File: src/hw/rtl/lss_pkg.sv
`default_nettype none

package lss_pkg;

	// Grid and number format.
	localparam int MAX_GRID   = 1024;
	localparam int VALUE_W    = 32;
	localparam int ADDR_W     = $clog2(MAX_GRID);
	localparam int COORD_W    = 10;
	localparam int PEAK_W     = VALUE_W - 1;
	localparam int CFG_IDX_W  = 1;
	localparam int CFG_DATA_W = COORD_W;

	typedef logic signed [VALUE_W-1:0] value_t;
	typedef logic [COORD_W-1:0]        coord_t;
	typedef logic [PEAK_W-1:0]         peak_t;
	typedef logic [ADDR_W-1:0]         addr_t;
	typedef logic [CFG_IDX_W-1:0]      cfg_idx_t;
	typedef logic [CFG_DATA_W-1:0]     cfg_data_t;

	// Register indexes on the configuration port.
	localparam cfg_idx_t REG_GRID_SIZE = CFG_IDX_W'(0);
	localparam cfg_idx_t REG_METHOD    = CFG_IDX_W'(1);

	// Relaxation methods.
	localparam logic METHOD_JACOBI       = 1'b0;
	localparam logic METHOD_GAUSS_SEIDEL = 1'b1;

	localparam coord_t GRID_SIZE_RESET = COORD_W'(8);

	// Per-item decisions taken when the word is accepted.
	typedef struct packed {
		logic interior;
		logic emit_upper;
		logic emit_last_row;
		logic last_col;
		logic sweep_end;
		logic gauss_seidel;
	} item_flags_t;

	// One result word without the residual peak.
	typedef struct packed {
		value_t value;
		coord_t row;
		coord_t column;
		logic   done;
	} result_t;

endpackage

`default_nettype wire

File: src/hw/rtl/lss_stencil.sv
`default_nettype none

module lss_stencil (
	input  wire lss_pkg::value_t up,
	input  wire lss_pkg::value_t left,
	input  wire lss_pkg::value_t right,
	input  wire lss_pkg::value_t down,
	input  wire lss_pkg::value_t source,
	input  wire lss_pkg::value_t old,
	output      lss_pkg::value_t new_value,
	output      lss_pkg::peak_t  residual
);
	import lss_pkg::*;

	logic [VALUE_W+1:0] sum4;
	logic [VALUE_W-1:0] quarter;
	logic [VALUE_W:0]   with_src;
	logic [VALUE_W:0]   diff;
	logic [VALUE_W:0]   mag;

	// Quarter of the neighbor sum, rounded toward minus infinity.
	always_comb begin
		sum4 = {{2{up[VALUE_W-1]}}, up} + {{2{left[VALUE_W-1]}}, left}
			+ {{2{right[VALUE_W-1]}}, right} + {{2{down[VALUE_W-1]}}, down};
		quarter = sum4[VALUE_W+1:2];
	end

	// Add the source term and saturate to the value range.
	always_comb begin
		with_src = {quarter[VALUE_W-1], quarter} + {source[VALUE_W-1], source};
		if (with_src[VALUE_W] != with_src[VALUE_W-1]) begin
			new_value = with_src[VALUE_W] ? {1'b1, {(VALUE_W-1){1'b0}}}
				: {1'b0, {(VALUE_W-1){1'b1}}};
		end else begin
			new_value = with_src[VALUE_W-1:0];
		end
	end

	// Absolute change of the cell, saturated to the peak field.
	always_comb begin
		diff = {old[VALUE_W-1], old} - {new_value[VALUE_W-1], new_value};
		mag  = diff[VALUE_W] ? (~diff + (VALUE_W+1)'(1)) : diff;
		if (|mag[VALUE_W:PEAK_W]) begin
			residual = '1;
		end else begin
			residual = mag[PEAK_W-1:0];
		end
	end
endmodule

`default_nettype wire

File: config.mk
export PLATFORM = sky130hd
export DESIGN_NAME = lss_stencil
export DESIGN_NICKNAME = d
export VERILOG_FILES = /design/src/hw/rtl/lss_pkg.sv /design/src/hw/rtl/lss_stencil.sv
export SDC_FILE = /design/constraint.sdc
export NUM_CORES = 1
export LEC_CHECK = 0
export BUFFER_PORTS_ARGS = -buffer_cell sky130_fd_sc_hd__buf_2
export CAP_MARGIN = 20
export CELL_PAD_IN_SITES_DETAIL_PLACEMENT = 1
export CELL_PAD_IN_SITES_GLOBAL_PLACEMENT = 1
export CORE_MARGIN = 2
export CORE_UTILIZATION = 39
export DETAILED_ROUTE_END_ITERATION = 6
export PLACE_DENSITY = 0.87
export SLEW_MARGIN = 20
export SYNTH_ARGS = -nofsm -noshare
export SYNTH_HDL_FRONTEND = slang
export SYNTH_SLANG_ARGS = --single-unit
File: constraint.sdc
create_clock -name vclk -period 12.8
set_input_delay 0 -clock vclk [all_inputs]
set_output_delay 0 -clock vclk [all_outputs]
set_load 0.01 [all_outputs]
==> out/summary.md, run 1 <==
The flow ran to the end, and the final reports show no timing, DRC or antenna violations. In this run the worst hold path is classified as in2out. Remaining global-route overflow: 0. The first-pass GRT wire length came out at 44,100 um. The tools report the post-placement cell count as 1,628. The run gives 0 as the number of setup violations in the final report. Across the run, the number of max-cap violations was 0. The sequential fraction of the synthesis area was 0%. The number of nets in the synthesized netlist is 1,488. The wire length per cell after detailed routing came out at 16.4 um. The critical path in this run is classified as in2out. Of all nets on the critical path, the largest fanout is 56. The worst pin sits at a relative slew slack of 48.5%. For the total of fill cells in the finished design, the log shows 2,763. The cell area after synthesis came out at 8180 um2.

For the layout sequential cell count, the log shows 0. The half-perimeter wire length of the detailed placement result was 24,100 um; the maximum number of pins on one net before global-route repair was 57. The hold violation total from the final report was 0. For this configuration, the core starts out at a cell density of 40.1%. First-pass detailed-route iteration total: 4.

The worst setup path is launched from an input pin. The number of max-slew violations in the final report was 0; the post-CTS resize count was 0. Leaving out filler cells and counting taps, the final layout contains 1,630. The ratio of final minimum period to clock period was 90.9%; the I/O pin count was 255. Yosys printed 0 warnings. The run gives 20,400 um2 as the core footprint. The first routing iteration left 241 violations.

Gate count after technology mapping: 1,129. From left edge to right edge, the die measures 149 um. The tools report the initial antenna violation count as 8.

The tools report the hold-fix buffer count after cts as 0. The fraction of final layout cells with drive strength greater than 1 was 21.8%; the overall routed net length was 26,700 um. The data arrival time at the worst-slack endpoint was 11.64 ns. The number of global-route vias before repair is 9,387.

The number of different library cells used by synthesis comes to 88. The routed design could run at a clock period as short as 11.64 ns. Detailed routing inserted a total of 8,732 vias. The count of nets after finishing is 1,719.

In this run the mean area of a mapped cell was 7.25 um2. The count of buffers added on input and output ports is 255. The master of the slowest instance on the critical path was sky130_fd_sc_hd__o31a_1. Post-CTS timing repair inserted 0 buffers for setup. Setup repair after global routing left no endpoint under its margin. From synthesis to final layout, the design area changed by 18.7%.

The most repeated library cell on the critical path was sky130_fd_sc_hd__ha_1. The worst setup path is captured at a primary output. The floorplan has 52 rows. The number of nets with antenna violations after detailed routing was 0; the upper clock frequency limit was 85.9 MHz. The congestion estimate from routability-driven global placement came to 0.935. The largest incremental delay on the critical path works out to 0.65 ns. The floorplan step defined a die boundary enclosing 22,200 um2. The residual DRC count is 0. The clock buffers instantiated in the layout total 0.

At the pin with the least slew margin, the transition time is 0.773 ns. The run gives 12.80 ns as the critical path data required time. The die is 149 um tall. The tools report the sum of negative setup slack as 0 ns. The sequential cells in the finished layout cover a total of 0 um2. Dividing the detail-routed via count by the number of cells gives 5.36. The total routing usage reported by global routing was 23.6%.
## critical path: cells and delay by family
kind	cells	cell delay, ns
AOI/OAI and AO/OA	27	6.85
xor gates and xnor gates	2	0.41
adders and majority gates	6	2.48
buffers and inverters	5	0.64
and+or+nand+nor	5	1.23
## path summary, 6_finish.rpt
kind,from,end,depth (start not counted)
min,source[0],new_value[0],4
max,up[4],residual[1],45
## cells in the final DEF, fill, tap and decap left out, types with 5 or more instances in the layout
cell,instances
sky130_fd_sc_hd__a211oi_1,10
sky130_fd_sc_hd__a21oi_1,83
sky130_fd_sc_hd__nor2_1,92
sky130_fd_sc_hd__o211ai_1,6
sky130_fd_sc_hd__xnor2_1,64
sky130_fd_sc_hd__nor2b_1,8
sky130_fd_sc_hd__o21ai_0,72
sky130_fd_sc_hd__nand4_1,14
sky130_fd_sc_hd__o21a_1,22
sky130_fd_sc_hd__o21bai_1,13
sky130_fd_sc_hd__nand3_1,18
sky130_fd_sc_hd__nor3_1,17
sky130_fd_sc_hd__or2_2,8
sky130_fd_sc_hd__ha_1,100
sky130_fd_sc_hd__o31ai_1,8
sky130_fd_sc_hd__buf_2,255
sky130_fd_sc_hd__and3_1,11
sky130_fd_sc_hd__fa_1,67
sky130_fd_sc_hd__a31oi_1,11
sky130_fd_sc_hd__nand2_1,82
sky130_fd_sc_hd__xor2_1,43
sky130_fd_sc_hd__buf_4,5
sky130_fd_sc_hd__a21o_1,43
sky130_fd_sc_hd__nand2b_1,17
sky130_fd_sc_hd__and2_1,6
sky130_fd_sc_hd__inv_1,177
## synthesized netlist by cell type (all sizes together) (5+ instances only)
cell type  count  area, um2
o31ai          9       81.3
buf           10       60.1
nor3          17       85.1
o211ai         8       70.1
xnor2         65        588
nand2         82        308
nand4         15        100
ha           100       1250
clkbuf        21       78.8
a211oi        11       87.6
o21a          22        165
xor2          44        393
nor2b          8       50.1
nor3b          5       48.8
o21ai         78        398
a21oi         86        442
a21o          43        323
and3          12       80.1
nand2b        17        106
nor2          93        349
o21bai        13       97.6
inv          177        664
or3            5       36.3
a31oi         12       81.3
nand3         19        100
and2           6       37.5
or2           10       62.6
fa            67       1340
## per-layer routing
| layer | vias up | track usage [%] | wire [um] |
|---|---|---|---|
| met2 | 200 | 45.0 | 13700 |
| met1 | 4120 | 27.9 | 11000 |
| met3 | 60 | 2.66 | 1130 |
| met4 | 8 | 6.14 | 784 |
| li1 | 4344 | - | - |
| met5 | - | 0 | 48 |
## area by class of cell
class                      count  area, um2  area share (%)
antenna                        2       5.00          0.0515
inverter                     177        664            6.84
multi-input combinational    921       7390            76.1
tap                          270        338            3.48
timing repair buffer         260       1310            13.5
## logic make-up after synthesis
kind of cell / share of synthesized area, %
AND/OR/NAND/NOR: 18.8
AO/OA/AOI/OAI: 27.4
adder cells (fa/ha/maj): 31.7
XOR/XNOR: 12.0
buffers and inverters: 9.82
multiplexers: 0.367
## per-stage QoR
stage	utilization, %	instance area (um2)	setup slack (ns)	hold WS (ns)
after global routing	47.5	9710	0.0213	0.539
after detailed placement	47.5	9700	0.732	0.527
after floorplan	-	8180	2.90	0.263
final	47.5	9710	1.16	0.517
after CTS	47.5	9700	0.716	0.522
after global placement	47.5	9700	1.32	0.527
Power of run 1 is not shown: default switching activity piles up to over one toggle a cycle in this logic, so the estimate is an artifact.
==> run 2: changes to the inputs <==
ABC_AREA = 1   (was default)
ABC_CLOCK_PERIOD_IN_PS = 12800   (was default)
CORE_UTILIZATION = 38   (was 39)
PLACE_DENSITY = 0.86   (was 0.87)
==> run 2 against run 1 <==
Against the previous run:
- cell area is 17% higher
- highest routed layer unchanged
- flip-flop and latch count stayed put
- cell count is 40% higher
- first-iteration DRC count is 80% higher
==> out/summary.md, run 2 <==
The run finished with clean final reports. The number of buffers and inverters on the critical path is 12. Setup total negative slack on the finished layout was measured at 0 ns. The layout sequential cell count is 0. Ranked by instance count, the synthesized netlist is headed by sky130_fd_sc_hd__nand2_1 (449), sky130_fd_sc_hd__inv_1 (401), sky130_fd_sc_hd__nor2_1 (152). The filler cells instantiated in the layout total 3,651. The most numerous cell in the Yosys netlist is sky130_fd_sc_hd__nand2_1. The logs give 12,100 for the number of global-route vias before repair and 49 for the number of distinct standard cells referenced by the synthesized netlist. The number of max-cap violations was 0. The master of the slowest instance on the critical path was sky130_fd_sc_hd__inv_1. In this run the vertical extent of the chip is 164 um. The worst hold-check path type is in2out.

For the worst setup slack before clock tree synthesis, the log shows 3.07 ns. The mean instance size in the synthesized netlist works out to 5.70 um2. The start point of the worst hold path is old[0]. The run gives 102 MHz as the upper clock frequency limit. The tools report the number of nets with antenna violations after detailed routing as 0.

After layout, the minimum clock period comes to 9.78 ns. The launching element type of the critical path is an input pin. For the worst setup path, the data required time is 12.80 ns. The I/O pin count was 255; the count of nets after finishing was 2,314. Counting tap cells, the placed design contains a total of 2,283 instances. The residual DRC count is 0, and the hold-fix buffer count after cts is 0. The run gives 0 um2 as the register area.

The hold path depth was 5. For this run, the total global-route usage over all layers was measured as 25.6%. The first-pass detailed-route iteration total was 4; the overall die area was 27,000 um2. The share of the synthesized area in the top cell type is 17.3%. Once the clock tree was built, the setup fixing pass inserted 0 buffers.

The fraction of final layout cells with drive strength greater than 1 was 19.4%. The horizontal die dimension was 164 um. The worst max-slew margin expressed relative to the limit is 47.3%. The library cells used most frequently in the layout, excluding fill and tap cells, are sky130_fd_sc_hd__nand2_1 (449), sky130_fd_sc_hd__inv_1 (401), sky130_fd_sc_hd__buf_2 (255). For the data arrival time at the worst-slack endpoint, the log shows 9.78 ns. Clock buffers in the final layout number 0. The sequential fraction of the synthesis area is 0%. Summing over every cut layer, the via total after detailed routing is 11,300. The tools report the cell area after synthesis as 9750 um2. The hold violation total from the final report was 0; the layout-stage area growth over the synthesis result was 16.2%. Largest incremental delay on the critical path: 0.59 ns.

Wire length per cell after detailed routing: 15.1 um. In this run the worst setup path begins at up[1]. The number of gates resized after CTS was 0. Starting density of the core: 38.7%. The largest delay contributor family on the critical path is simple AND/OR/NAND/NOR gates. The run gives 8070 um2 as the combined area of the multi-input logic cells. Summed over all layers, the global routing overflow is 0.

Setup repair after global routing left no endpoint under its margin. The number of nets in the synthesized netlist is 2,070. The overall routed net length came out at 34,500 um. The endpoint class of the critical path was a primary output.

The cell type with the highest aggregate area in the netlist was sky130_fd_sc_hd__nand2_1. At the end of routability-driven placement, the weighted congestion stood at 0.925. Counting stages on the worst path, the most repeated cell is sky130_fd_sc_hd__nand2_1. The half-perimeter wire length of the detailed placement result is 32,200 um. The number of max-slew violations in the final report was 0; the via density per instance was 4.96. The floorplan step defined a core boundary enclosing 25,200 um2.

The worst setup path category is in2out. The first routing iteration left 433 violations. The gate count after technology mapping came out at 1,711. The count of buffers from port buffering was 255. Sorting the synthesized cells by area gives the leading types as sky130_fd_sc_hd__nand2_1 (17%), sky130_fd_sc_hd__inv_1 (15%), sky130_fd_sc_hd__fa_1 (14%). After floorplanning, the core was divided into 58 placement rows. Maximum fanout count along the critical path: 31.

The count of synthesis-stage warnings from yosys is 0. The post-route worst setup slack is 3.02 ns, and the maximum number of pins on one net before global-route repair is 32. Setup violations remaining at the end of the flow were counted as 0.

Count of placed standard cells in the final layout, fillers left out: 2,284. Endpoint of the worst hold-timing path: residual[0]. The run gives 56,100 um as the first-pass GRT wire length. The tools report the initial antenna violation count as 2. Most common cell after layout, fill and taps aside: sky130_fd_sc_hd__nand2_1.

After layout, the worst path uses 76.4% of the clock period. For the pin with the worst max-slew slack, the measured transition is 0.780 ns.
[run 2: changes by cell type after synthesis, sizes merged, moves of 33 or more]
cell   delta
nand2   +436
nand3    +76
a21o     -33
inv     +237
nor2     +83
xnor2    -49
[run 2: layout make-up]
cell class                      instances  share of cell area (%)
Tap cell                              330                    3.65
Inverter                              415                    13.8
Multi-Input combinational cell       1283                    71.3
Antenna cell                            1                  0.0221
Timing Repair Buffer                  255                    11.3
[run 2: kinds of logic (layout without fill, tap and decap cells)]
family,after synthesis,count (layout),synth area share [%]
simple gates,842,842,38.6
buf+inv,428,670,17.2
compound gates,217,217,12.5
fa+ha+maj,167,167,26.6
xor+xnor,57,57,5.12
other cells,0,1,0
[run 2: worst max-delay path by stage]
stage | endpoint | cells after the start
6_report | residual[30] | 58
5_1_grt | residual[4] | 58
4_1_cts | residual[30] | 58
3_5_place_dp | residual[30] | 58
3_3_place_gp | residual[30] | 58
2_1_floorplan | residual[0] | 59
[run 2: layer usage]
| layer | vias to the layer above | part of all wire, % | global-route usage (%) |
|---|---|---|---|
| met1 | 5281 | 40 | 27.3 |
| li1 | 5746 | - | - |
| met4 | 4 | 4.3 | 9.33 |
| met2 | 228 | 53 | 52.4 |
| met5 | - | 0.070 | 0 |
| met3 | 72 | 2.5 | 1.16 |
[run 2: stage by stage]
| step | utilization [%] | hold WS [ns] | area [um2] |
|---|---|---|---|
| after floorplan | - | 0.263 | 9750 |
| after global placement | 45.0 | 0.540 | 11300 |
| after detailed placement | 45.0 | 0.535 | 11300 |
| after CTS | 45.0 | 0.548 | 11300 |
| after global routing | 45.0 | 0.587 | 11300 |
| final | 45.0 | 0.535 | 11300 |
Power of run 2 is left out for the same reason.
