$ cat src/hw/rtl/lss_pkg.sv
`default_nettype none

package lss_pkg;

	// Grid and number format.
	localparam int MAX_GRID   = 1024;
	localparam int VALUE_W    = 32;
	localparam int ADDR_W     = $clog2(MAX_GRID);
	localparam int COORD_W    = 10;
	localparam int PEAK_W     = VALUE_W - 1;
	localparam int CFG_IDX_W  = 1;
	localparam int CFG_DATA_W = COORD_W;

	typedef logic signed [VALUE_W-1:0] value_t;
	typedef logic [COORD_W-1:0]        coord_t;
	typedef logic [PEAK_W-1:0]         peak_t;
	typedef logic [ADDR_W-1:0]         addr_t;
	typedef logic [CFG_IDX_W-1:0]      cfg_idx_t;
	typedef logic [CFG_DATA_W-1:0]     cfg_data_t;

	// Register indexes on the configuration port.
	localparam cfg_idx_t REG_GRID_SIZE = CFG_IDX_W'(0);
	localparam cfg_idx_t REG_METHOD    = CFG_IDX_W'(1);

	// Relaxation methods.
	localparam logic METHOD_JACOBI       = 1'b0;
	localparam logic METHOD_GAUSS_SEIDEL = 1'b1;

	localparam coord_t GRID_SIZE_RESET = COORD_W'(8);

	// Per-item decisions taken when the word is accepted.
	typedef struct packed {
		logic interior;
		logic emit_upper;
		logic emit_last_row;
		logic last_col;
		logic sweep_end;
		logic gauss_seidel;
	} item_flags_t;

	// One result word without the residual peak.
	typedef struct packed {
		value_t value;
		coord_t row;
		coord_t column;
		logic   done;
	} result_t;

endpackage

`default_nettype wire

$ cat src/hw/rtl/lss_out_if.sv
`default_nettype none

interface lss_out_if;
	import lss_pkg::*;

	logic   valid;
	logic   ready;
	value_t new_value;
	coord_t row;
	coord_t column;
	peak_t  max_residual;
	logic   sweep_done;
	logic   run_last;

	modport source (output valid, output new_value, output row, output column,
		output max_residual, output sweep_done, output run_last, input ready);
	modport sink (input valid, input new_value, input row, input column,
		input max_residual, input sweep_done, input run_last, output ready);
endinterface

`default_nettype wire

$ cat src/hw/rtl/lss_out_buf.sv
`default_nettype none

module lss_out_buf (
	input  wire logic             clk,
	input  wire logic             arst_n,
	input  wire logic             load,
	input  wire logic             a_en,
	input  wire logic             b_en,
	input  wire lss_pkg::result_t rec_a,
	input  wire lss_pkg::result_t rec_b,
	input  wire lss_pkg::peak_t   peak,
	output      logic             can_load,
	lss_out_if.source             results
);
	import lss_pkg::*;

	logic    a_pend_q;
	logic    b_pend_q;
	result_t rec_a_q;
	result_t rec_b_q;
	peak_t   peak_q;
	result_t shown;
	logic    take;

	// The upper-row word goes out before the last-row word of the same item.
	always_comb begin
		shown                = a_pend_q ? rec_a_q : rec_b_q;
		results.valid        = a_pend_q || b_pend_q;
		results.new_value    = shown.value;
		results.row          = shown.row;
		results.column       = shown.column;
		results.sweep_done   = shown.done;
		results.max_residual = peak_q;
		results.run_last     = !(a_pend_q && b_pend_q);
		take                 = results.valid && results.ready;
		can_load             = !results.valid || (take && results.run_last);
	end

	// Pending flags.
	always_ff @(posedge clk or negedge arst_n) begin
		if (!arst_n) begin
			a_pend_q <= 1'b0;
			b_pend_q <= 1'b0;
		end else if (load) begin
			a_pend_q <= a_en;
			b_pend_q <= b_en;
		end else if (take) begin
			if (a_pend_q) begin
				a_pend_q <= 1'b0;
			end else begin
				b_pend_q <= 1'b0;
			end
		end
	end

	// Result words.
	always_ff @(posedge clk) begin
		if (load) begin
			rec_a_q <= rec_a;
			rec_b_q <= rec_b;
			peak_q  <= peak;
		end
	end

	a_load_free: assert property (@(posedge clk) disable iff (!arst_n)
		load |-> can_load)
		else $error("result buffer loaded while a word is still pending");

	a_second_word: assert property (@(posedge clk) disable iff (!arst_n)
		take && !results.run_last |=> results.valid && results.run_last)
		else $error("second word of an item missing after the first");
endmodule

`default_nettype wire

$ cat src/flat_wrapper.sv
// flat-port wrapper written by rule: the top's interface ports become plain ports
module lss_out_buf_flat import lss_pkg::*;
  (clk, arst_n, load, a_en, b_en, rec_a, rec_b, peak, can_load, results_valid, results_new_value, results_row, results_column, results_max_residual, results_sweep_done, results_run_last, results_ready);
  lss_out_if results_i ();
  input  wire logic clk;
  input  wire logic arst_n;
  input  wire logic load;
  input  wire logic a_en;
  input  wire logic b_en;
  input  wire lss_pkg::result_t rec_a;
  input  wire lss_pkg::result_t rec_b;
  input  wire lss_pkg::peak_t peak;
  output      logic can_load;
  output wire logic [$bits(results_i.valid)-1:0] results_valid;
  output wire logic [$bits(results_i.new_value)-1:0] results_new_value;
  output wire logic [$bits(results_i.row)-1:0] results_row;
  output wire logic [$bits(results_i.column)-1:0] results_column;
  output wire logic [$bits(results_i.max_residual)-1:0] results_max_residual;
  output wire logic [$bits(results_i.sweep_done)-1:0] results_sweep_done;
  output wire logic [$bits(results_i.run_last)-1:0] results_run_last;
  input wire logic [$bits(results_i.ready)-1:0] results_ready;
  assign results_valid = results_i.valid;
  assign results_new_value = results_i.new_value;
  assign results_row = results_i.row;
  assign results_column = results_i.column;
  assign results_max_residual = results_i.max_residual;
  assign results_sweep_done = results_i.sweep_done;
  assign results_run_last = results_i.run_last;
  assign results_i.ready = results_ready;
  lss_out_buf u_core (.clk(clk), .arst_n(arst_n), .load(load), .a_en(a_en), .b_en(b_en), .rec_a(rec_a), .rec_b(rec_b), .peak(peak), .can_load(can_load), .results(results_i));
endmodule
$ cat config.mk
export PLATFORM = sky130hd
export DESIGN_NAME = lss_out_buf_flat
export DESIGN_NICKNAME = d
export VERILOG_FILES = /design/src/hw/rtl/lss_pkg.sv /design/src/hw/rtl/lss_out_if.sv /design/src/hw/rtl/lss_out_buf.sv /design/src/flat_wrapper.sv
export SDC_FILE = /design/constraint.sdc
export NUM_CORES = 1
export LEC_CHECK = 0
export ABC_AREA = 1
export ABC_CLOCK_PERIOD_IN_PS = 1550
export BUFFER_PORTS_ARGS = -buffer_cell sky130_fd_sc_hd__buf_2
export CORE_MARGIN = 4
export CORE_UTILIZATION = 50
export CTS_BUF_LIST = sky130_fd_sc_hd__clkbuf_4 sky130_fd_sc_hd__clkbuf_8
export DETAILED_ROUTE_END_ITERATION = 8
export PLACE_DENSITY = 0.95
export SETUP_SLACK_MARGIN = 0.2
export SYNTH_ARGS = -nofsm -noshare
export SYNTH_HDL_FRONTEND = slang
export SYNTH_SLANG_ARGS = --single-unit
$ cat constraint.sdc
create_clock -name clk -period 1.55 [get_ports clk]
set_input_delay 0.155 -clock clk [delete_from_list [all_inputs] [get_ports clk]]
set_output_delay 0.155 -clock clk [all_outputs]
set_load 0.005 [all_outputs]
==> impl_metrics.csv, run 1 <==
group,metric,value,unit
hold_path,hp-class,"in2reg",
final_layout,drive_above_1_share,42.3,%
timing,hold_viol,0,
setup_path,critPathKind,"reg2out",
grt,antenna_found_initial,1,
timing,finalSetupTns,-2.12,ns
floorplanning,rows,35,
setup_path,cp-end-kind,"primary output",
drt,postRouteAntennaNets,0,
drt,wl_per_cell,21.0,um
power_and_ir_drop,pwr_density_cell,1060,nW/um^2
floorplanning,die_height,107,um
floorplanning,die_w,107,um
timing,rsz0062_at_grt,"yes",
timing,worst_slack,-0.0798,ns
setup_path,cp_max_fo,24,
setup_path,arrival,1.47,ns
placed_design,portBuffers,229,
timing,fmax,614,MHz
power_and_ir_drop,cellLeakagePower,0.00372,uW
synthesis,syn-num-nets,469,
timing,final.period_utilization,105,%
drt,dr.max_layer_used,"met4",
floorplanning,die_area,11500,um^2
cts,clock-sinks,139,
cts,cts_buffers,17,
grt,overflow,0,
cts,clock_latency,0.41,ns
drt,met3WireLength,1590,um
grt,grt_pass1_wl,25800,um
drt,viasPerCell,5.08,
run_status,failed_checks,"setup timing",
placed_design,gp_congestion,0.798,
cts,htree_levels,4,
grt,grt_start_max_net_pins,55,
grt,grt_pass1_vias,4702,
drt,drtIter0Drc,396,
timing,setup_violations,54,
floorplanning,core,9420,um^2
setup_path,reg2reg_depth,5,
drt,post-route-drc-count,0,
synthesis,ys_seq_elements,139,
drt,dr_wl_met2,9220,um
drt,wl_met1,6200,um
setup_path,required,1.39,ns
timing,clock_skew,0.00539,ns
floorplanning,start_util,52.2,%
power_and_ir_drop,ir_worst_vdd,0.822,mV
timing,drv_slew,0,
timing,max_slew_margin,81.7,%
synthesis,synth_top_area_share,83.7,%
synthesis,synth.distinct_cells,9,
synthesis,synth_area_leaders,"edfxtp_1, nand2_1, buf_6",
drt,wl,18100,um
drt,firstDrtPassIters,5,
final_layout,synthToLayoutAreaGrowth,68.6,%
timing,period_needed,1.63,ns
synthesis,synth_area,4910,um^2
grt,grt_usage,30.7,%
synthesis,synth-seq-area-share,84.7,%
cts,cts.clk_slew.worst_paths,0.08,ns
drt,vias,4355,
cts,clockBufferDepth,2,
synthesis,syn_area_per_cell,15.1,um^2
cts,cts_tree,"yes",
synthesis,synth_top_cell_by_area,"edfxtp_1",
synthesis,synthCells,326,
synthesis,yosysWarnings,0,
cts,cts-root-buf,"clkbuf_8",
final_layout,fin_nets,859,
setup_path,start_kind,"flop",
hold_path,whs_path_depth,4,
run_status,outcome,"finished, violations left",
timing,worstMarginPinSlew,0.275,ns
power_and_ir_drop,power.total,8770,uW
placed_design,dp_hpwl,8530,um
flow_run,max-cap-violations,0,
floorplanning,ioPinCount,230,
repair_timing:
| item | CTS | global route |
|---|---|---|
| setup buffers | 0 | 2 |
| endpoints found under the hold margin | 140 | 0 |
| gates cloned | 0 | 5 |
| pin swaps | 0 | 4 |
| endpoints found under the setup margin | 56 | 56 |
| hold buffers | 139 | 0 |
| gates resized for setup | 1 | 45 |
power breakdown:
part	switching, uW	internal, uW	total, uW
combinational	594	681	1270
sequential	131	4460	4590
clock	1450	1450	2900
worst max-delay path, cell delays in order, from the launching register on:
cell and delay (ns):
dfrtp_2 0.45, clkinv_4 0.13, buf_12 0.18, nand2_1 0.10, nand2_1 0.05, buf_2 0.13
kinds of logic after synthesis:
kind of cell / share of synthesized area, %
simple gates: 13.1
flops: 84.7
buf+inv: 2.14
cell usage after synthesis, drive strengths merged:
library cell and count:
nor2 2, buf 12, nand2 170, edfxtp 137, dfrtp 2, inv 3
area by class of cell:
class / count / area [um^2]
flip-flops and latches: 139 / 4170
well taps: 129 / 161
repair buffers: 383 / 2800
clock inverters: 13 / 143
multi-input cells: 172 / 756
clock buffers: 18 / 241
diodes: 1 / 2.50
inverters: 3 / 16.3
fillers: 377 / 1130
routing by layer:
metal	global-route usage, %	vias up
li1	-	1901
met1	32.2	2049
met2	53.6	323
met3	11.1	82
met4	16.0	0
met5	0	-
state kept, by name, indices dropped and copies added, names as in the netlist:
| signal | cells |
|---|---|
| u_core.a_pend_q | 1 |
| u_core.b_pend_q | 1 |
| u_core.rec_a_q | 53 |
| u_core.rec_b_q | 53 |
| u_core.results.max_residual | 31 |
path summary, 6_finish.rpt:
| kind | start | to | slack [ns] |
|---|---|---|---|
| min in group asynchronous | arst_n | u_core.a_pend_q | 0.07 |
| setup reg to reg | u_core.a_pend_q | u_core.a_pend_q | 0.43 |
| setup / recovery | u_core.a_pend_q | results_column[4] | -0.08 |
| hold / removal | results_ready | u_core.b_pend_q | 0.05 |
| hold reg to reg | u_core.b_pend_q | u_core.b_pend_q | 0.66 |
| max in group asynchronous | arst_n | u_core.a_pend_q | 1.35 |
placed cells by master (no fill, tap or decap), types with 2 or more instances in the layout:
cell	synthesis	routed
nor2_1	2	2
buf_12	0	6
clkbuf_8	0	17
clkinv_4	0	3
bufinv_16	0	2
buf_6	5	4
nand2_1	170	138
inv_6	0	3
dlygate4sd3_1	0	139
buf_2	6	226
edfxtp_1	137	137
clkinvlp_4	0	4
nand2_2	0	26
inv_1	2	2
nand2_4	0	6
buf_4	1	5
clkbuf_16	0	3
stage by stage:
stage	utilization, %	area [um^2]	setup WS, ns	cells	hold slack, ns
final	88.0	8290	-0.0798	858	0.0495
after global routing	88.0	8290	-0.152	858	0.0230
after CTS	85.3	8030	-0.0682	850	0.0177
after detailed placement	66.4	6250	0.339	680	-0.0331
after global placement	66.4	6250	0.392	680	-0.0350
after floorplan	-	4910	0.506	326	-0.141
Power figures use the tool's default switching activity.
==> run 2: changes to the inputs <==
PLACE_DENSITY = 0.85   (was 0.95)
==> run 2 against run 1 <==
Net effect:
- clock power is 3% higher
- largest power group unchanged
- routed wire length increased by 7.1%
- critical endpoint is now results_new_value[26]
- highest routed layer unchanged
- sequential cell count stayed put
- utilization up 3.5 points
- register-to-register slack worse by 0.11 ns
- maximum frequency fell by 5.1%
- global-route usage grew 1.5 points
- non-clock buffer count grew 7
- setup slack lost 0.087 ns
- the run still ends with setup timing left
- count of clock-buffer cells in the layout increased by 2
==> impl_metrics.csv, run 2 (same netlist as run 1, synthesis figures left out) <==
group,metric,value,unit
run_status,outcome,"finished, violations left",
run_status,failed_checks,"setup timing",
cts,clockBufferDepth,2,
grt,grt_usage,32.2,%
final_layout,multiInputGateArea,888,um^2
cts,cts_tree,"yes",
power_and_ir_drop,pwr_density_cell,1050,nW/um^2
cts,clock-sinks,139,
timing,clock_skew,0.0110,ns
drt,viasPerCell,5.23,
final_layout,final_util,91.5,%
final_layout,drive_above_1_share,46.6,%
timing,fmax,582,MHz
cts,cts.clk_slew.worst_paths,0.09,ns
timing,rsz0062_at_grt,"yes",
grt,grt_pass1_vias,4712,
drt,dr.max_layer_used,"met4",
floorplanning,rows,35,
setup_path,cp-end-kind,"primary output",
grt,overflow,0,
timing,drv_slew,0,
flow_run,max-cap-violations,0,
final_layout,layout_commonest_cell,"buf_2",
hold_path,hp-class,"in2async",
drt,wl,19300,um
setup_path,arrival,1.56,ns
grt,antenna_found_initial,0,
timing,whs,0.0641,ns
placed_design,gp_congestion,0.757,
timing,hold_viol,0,
final_layout,nFillCells,307,
setup_path,critPathKind,"reg2out",
power_and_ir_drop,ir_worst_vdd,0.914,mV
timing,worstMarginPinSlew,0.291,ns
setup_path,max_stage_delay,0.50,ns
timing,final.period_utilization,111,%
setup_path,cp_cell_sequence,"buf_12 > clkbuf_16 > nand2_2 > nand2_1 > buf_2",
timing,worst_slack,-0.167,ns
setup_path,crit_family,"flip-flops",
setup_path,path_buf_inv,3,
cts,clock_latency,0.43,ns
timing,max_slew_margin,80.6,%
timing,period_needed,1.72,ns
placed_design,dp_hpwl,8610,um
drt,dr_wl_met2,10100,um
power_and_ir_drop,power.total,9030,uW
drt,drtIter0Drc,402,
final_layout,synthToLayoutAreaGrowth,75.4,%
drt,met3WireLength,1980,um
drt,vias,4524,
cts,cts-root-buf,"clkbuf_8",
setup_path,required,1.39,ns
drt,wl_per_cell,22.4,um
placed_design,portBuffers,229,
drt,postRouteAntennaNets,0,
setup_path,cp_max_fo,7,
setup_path,worst_path_max_delay_cell,"dfrtp_2",
grt,grt_start_max_net_pins,52,
cts,cts_buffers,17,
timing,setup_violations,55,
floorplanning,die_area,11500,um^2
drt,post-route-drc-count,0,
floorplanning,die_w,107,um
floorplanning,ioPinCount,230,
final_layout,layout_common_cells,"buf_2, dlygate4sd3_1, edfxtp_1",
final_layout,regArea,4170,um^2
grt,grt_pass1_wl,26700,um
final_layout,fin_nets,866,
floorplanning,die_height,107,um
final_layout,antennaDiodeCount,0,
cts,htree_levels,4,
drt,wl_met1,6420,um
floorplanning,start_util,52.2,%
power_and_ir_drop,cellLeakagePower,0.00387,uW
floorplanning,core,9420,um^2
setup_path,start_kind,"flop",
drt,firstDrtPassIters,5,
==> run 2: changes by cell type in the layout (fill, tap and decap cells not counted), sizes merged <==
cell / previous run / this run
dlygate4sd3: 139 / 140
buf: 241 / 247
clkinv: 5 / 4
diode: 1 / 0
clkbuf: 21 / 23
==> run 2: worst paths after layout <==
check                                     start                    end  slack, ns  cells past startpoint
worst max-delay path            u_core.a_pend_q  results_new_value[26]      -0.17                      5
worst min-delay path                     arst_n        u_core.b_pend_q       0.06                      2
worst max register to register  u_core.a_pend_q        u_core.b_pend_q       0.32                      6
worst min register to register  u_core.b_pend_q        u_core.b_pend_q       0.74                      4
max in group asynchronous                arst_n        u_core.a_pend_q       1.34                      2
min in group clk                  results_ready        u_core.b_pend_q       0.07                      4
==> run 2: what timing repair did <==
action / in CTS / in global routing
cloned: 4 / 3
setup buffers: 5 / 2
pin swaps: 9 / 14
gates resized for setup: 19 / 82
setup endpoints to repair: 56 / 56
hold buffers: 140 / 0
endpoints found under the hold margin: 141 / 0
==> run 2: worst register-to-register path: stages, from the launching register on <==
cell and delay [ns]:
dfrtp_2 0.50, inv_8 0.16, clkbuf_16 0.20, buf_4 0.12
nand2_1 0.05, nand2_1 0.07, nand2_1 0.05
==> run 2: area by class of cell <==
type	count	share of cell area, %
tap	129	1.87
clock buffer	20	2.98
sequential	139	48.3
clock inverter	12	1.65
inverter	3	0.218
multi-input combinational	172	10.3
timing repair buffer	390	34.6
==> run 2: power by group <==
group	total, uW	switching [uW]	internal (uW)
clock network	2980	1470	1500
logic	1440	665	778
registers	4610	150	4460
==> run 2: metal layers <==
metal,track usage (%),vias to the layer above
met5,0,-
met4,14.6,0
met3,9.45,69
met2,57.1,387
met1,35.5,2155
li1,-,1913
==> run 2: per-stage QoR <==
step | TNS, ns | instance area (um^2) | worst slack [ns] | instances
floorplan | 0 | 4910 | 0.506 | 326
global placement | 0 | 6230 | 0.251 | 679
detailed placement | 0 | 6230 | 0.232 | 679
CTS | -2.89 | 8230 | -0.0822 | 860
global route | -7.70 | 8620 | -0.211 | 865
finish | -4.70 | 8620 | -0.167 | 865
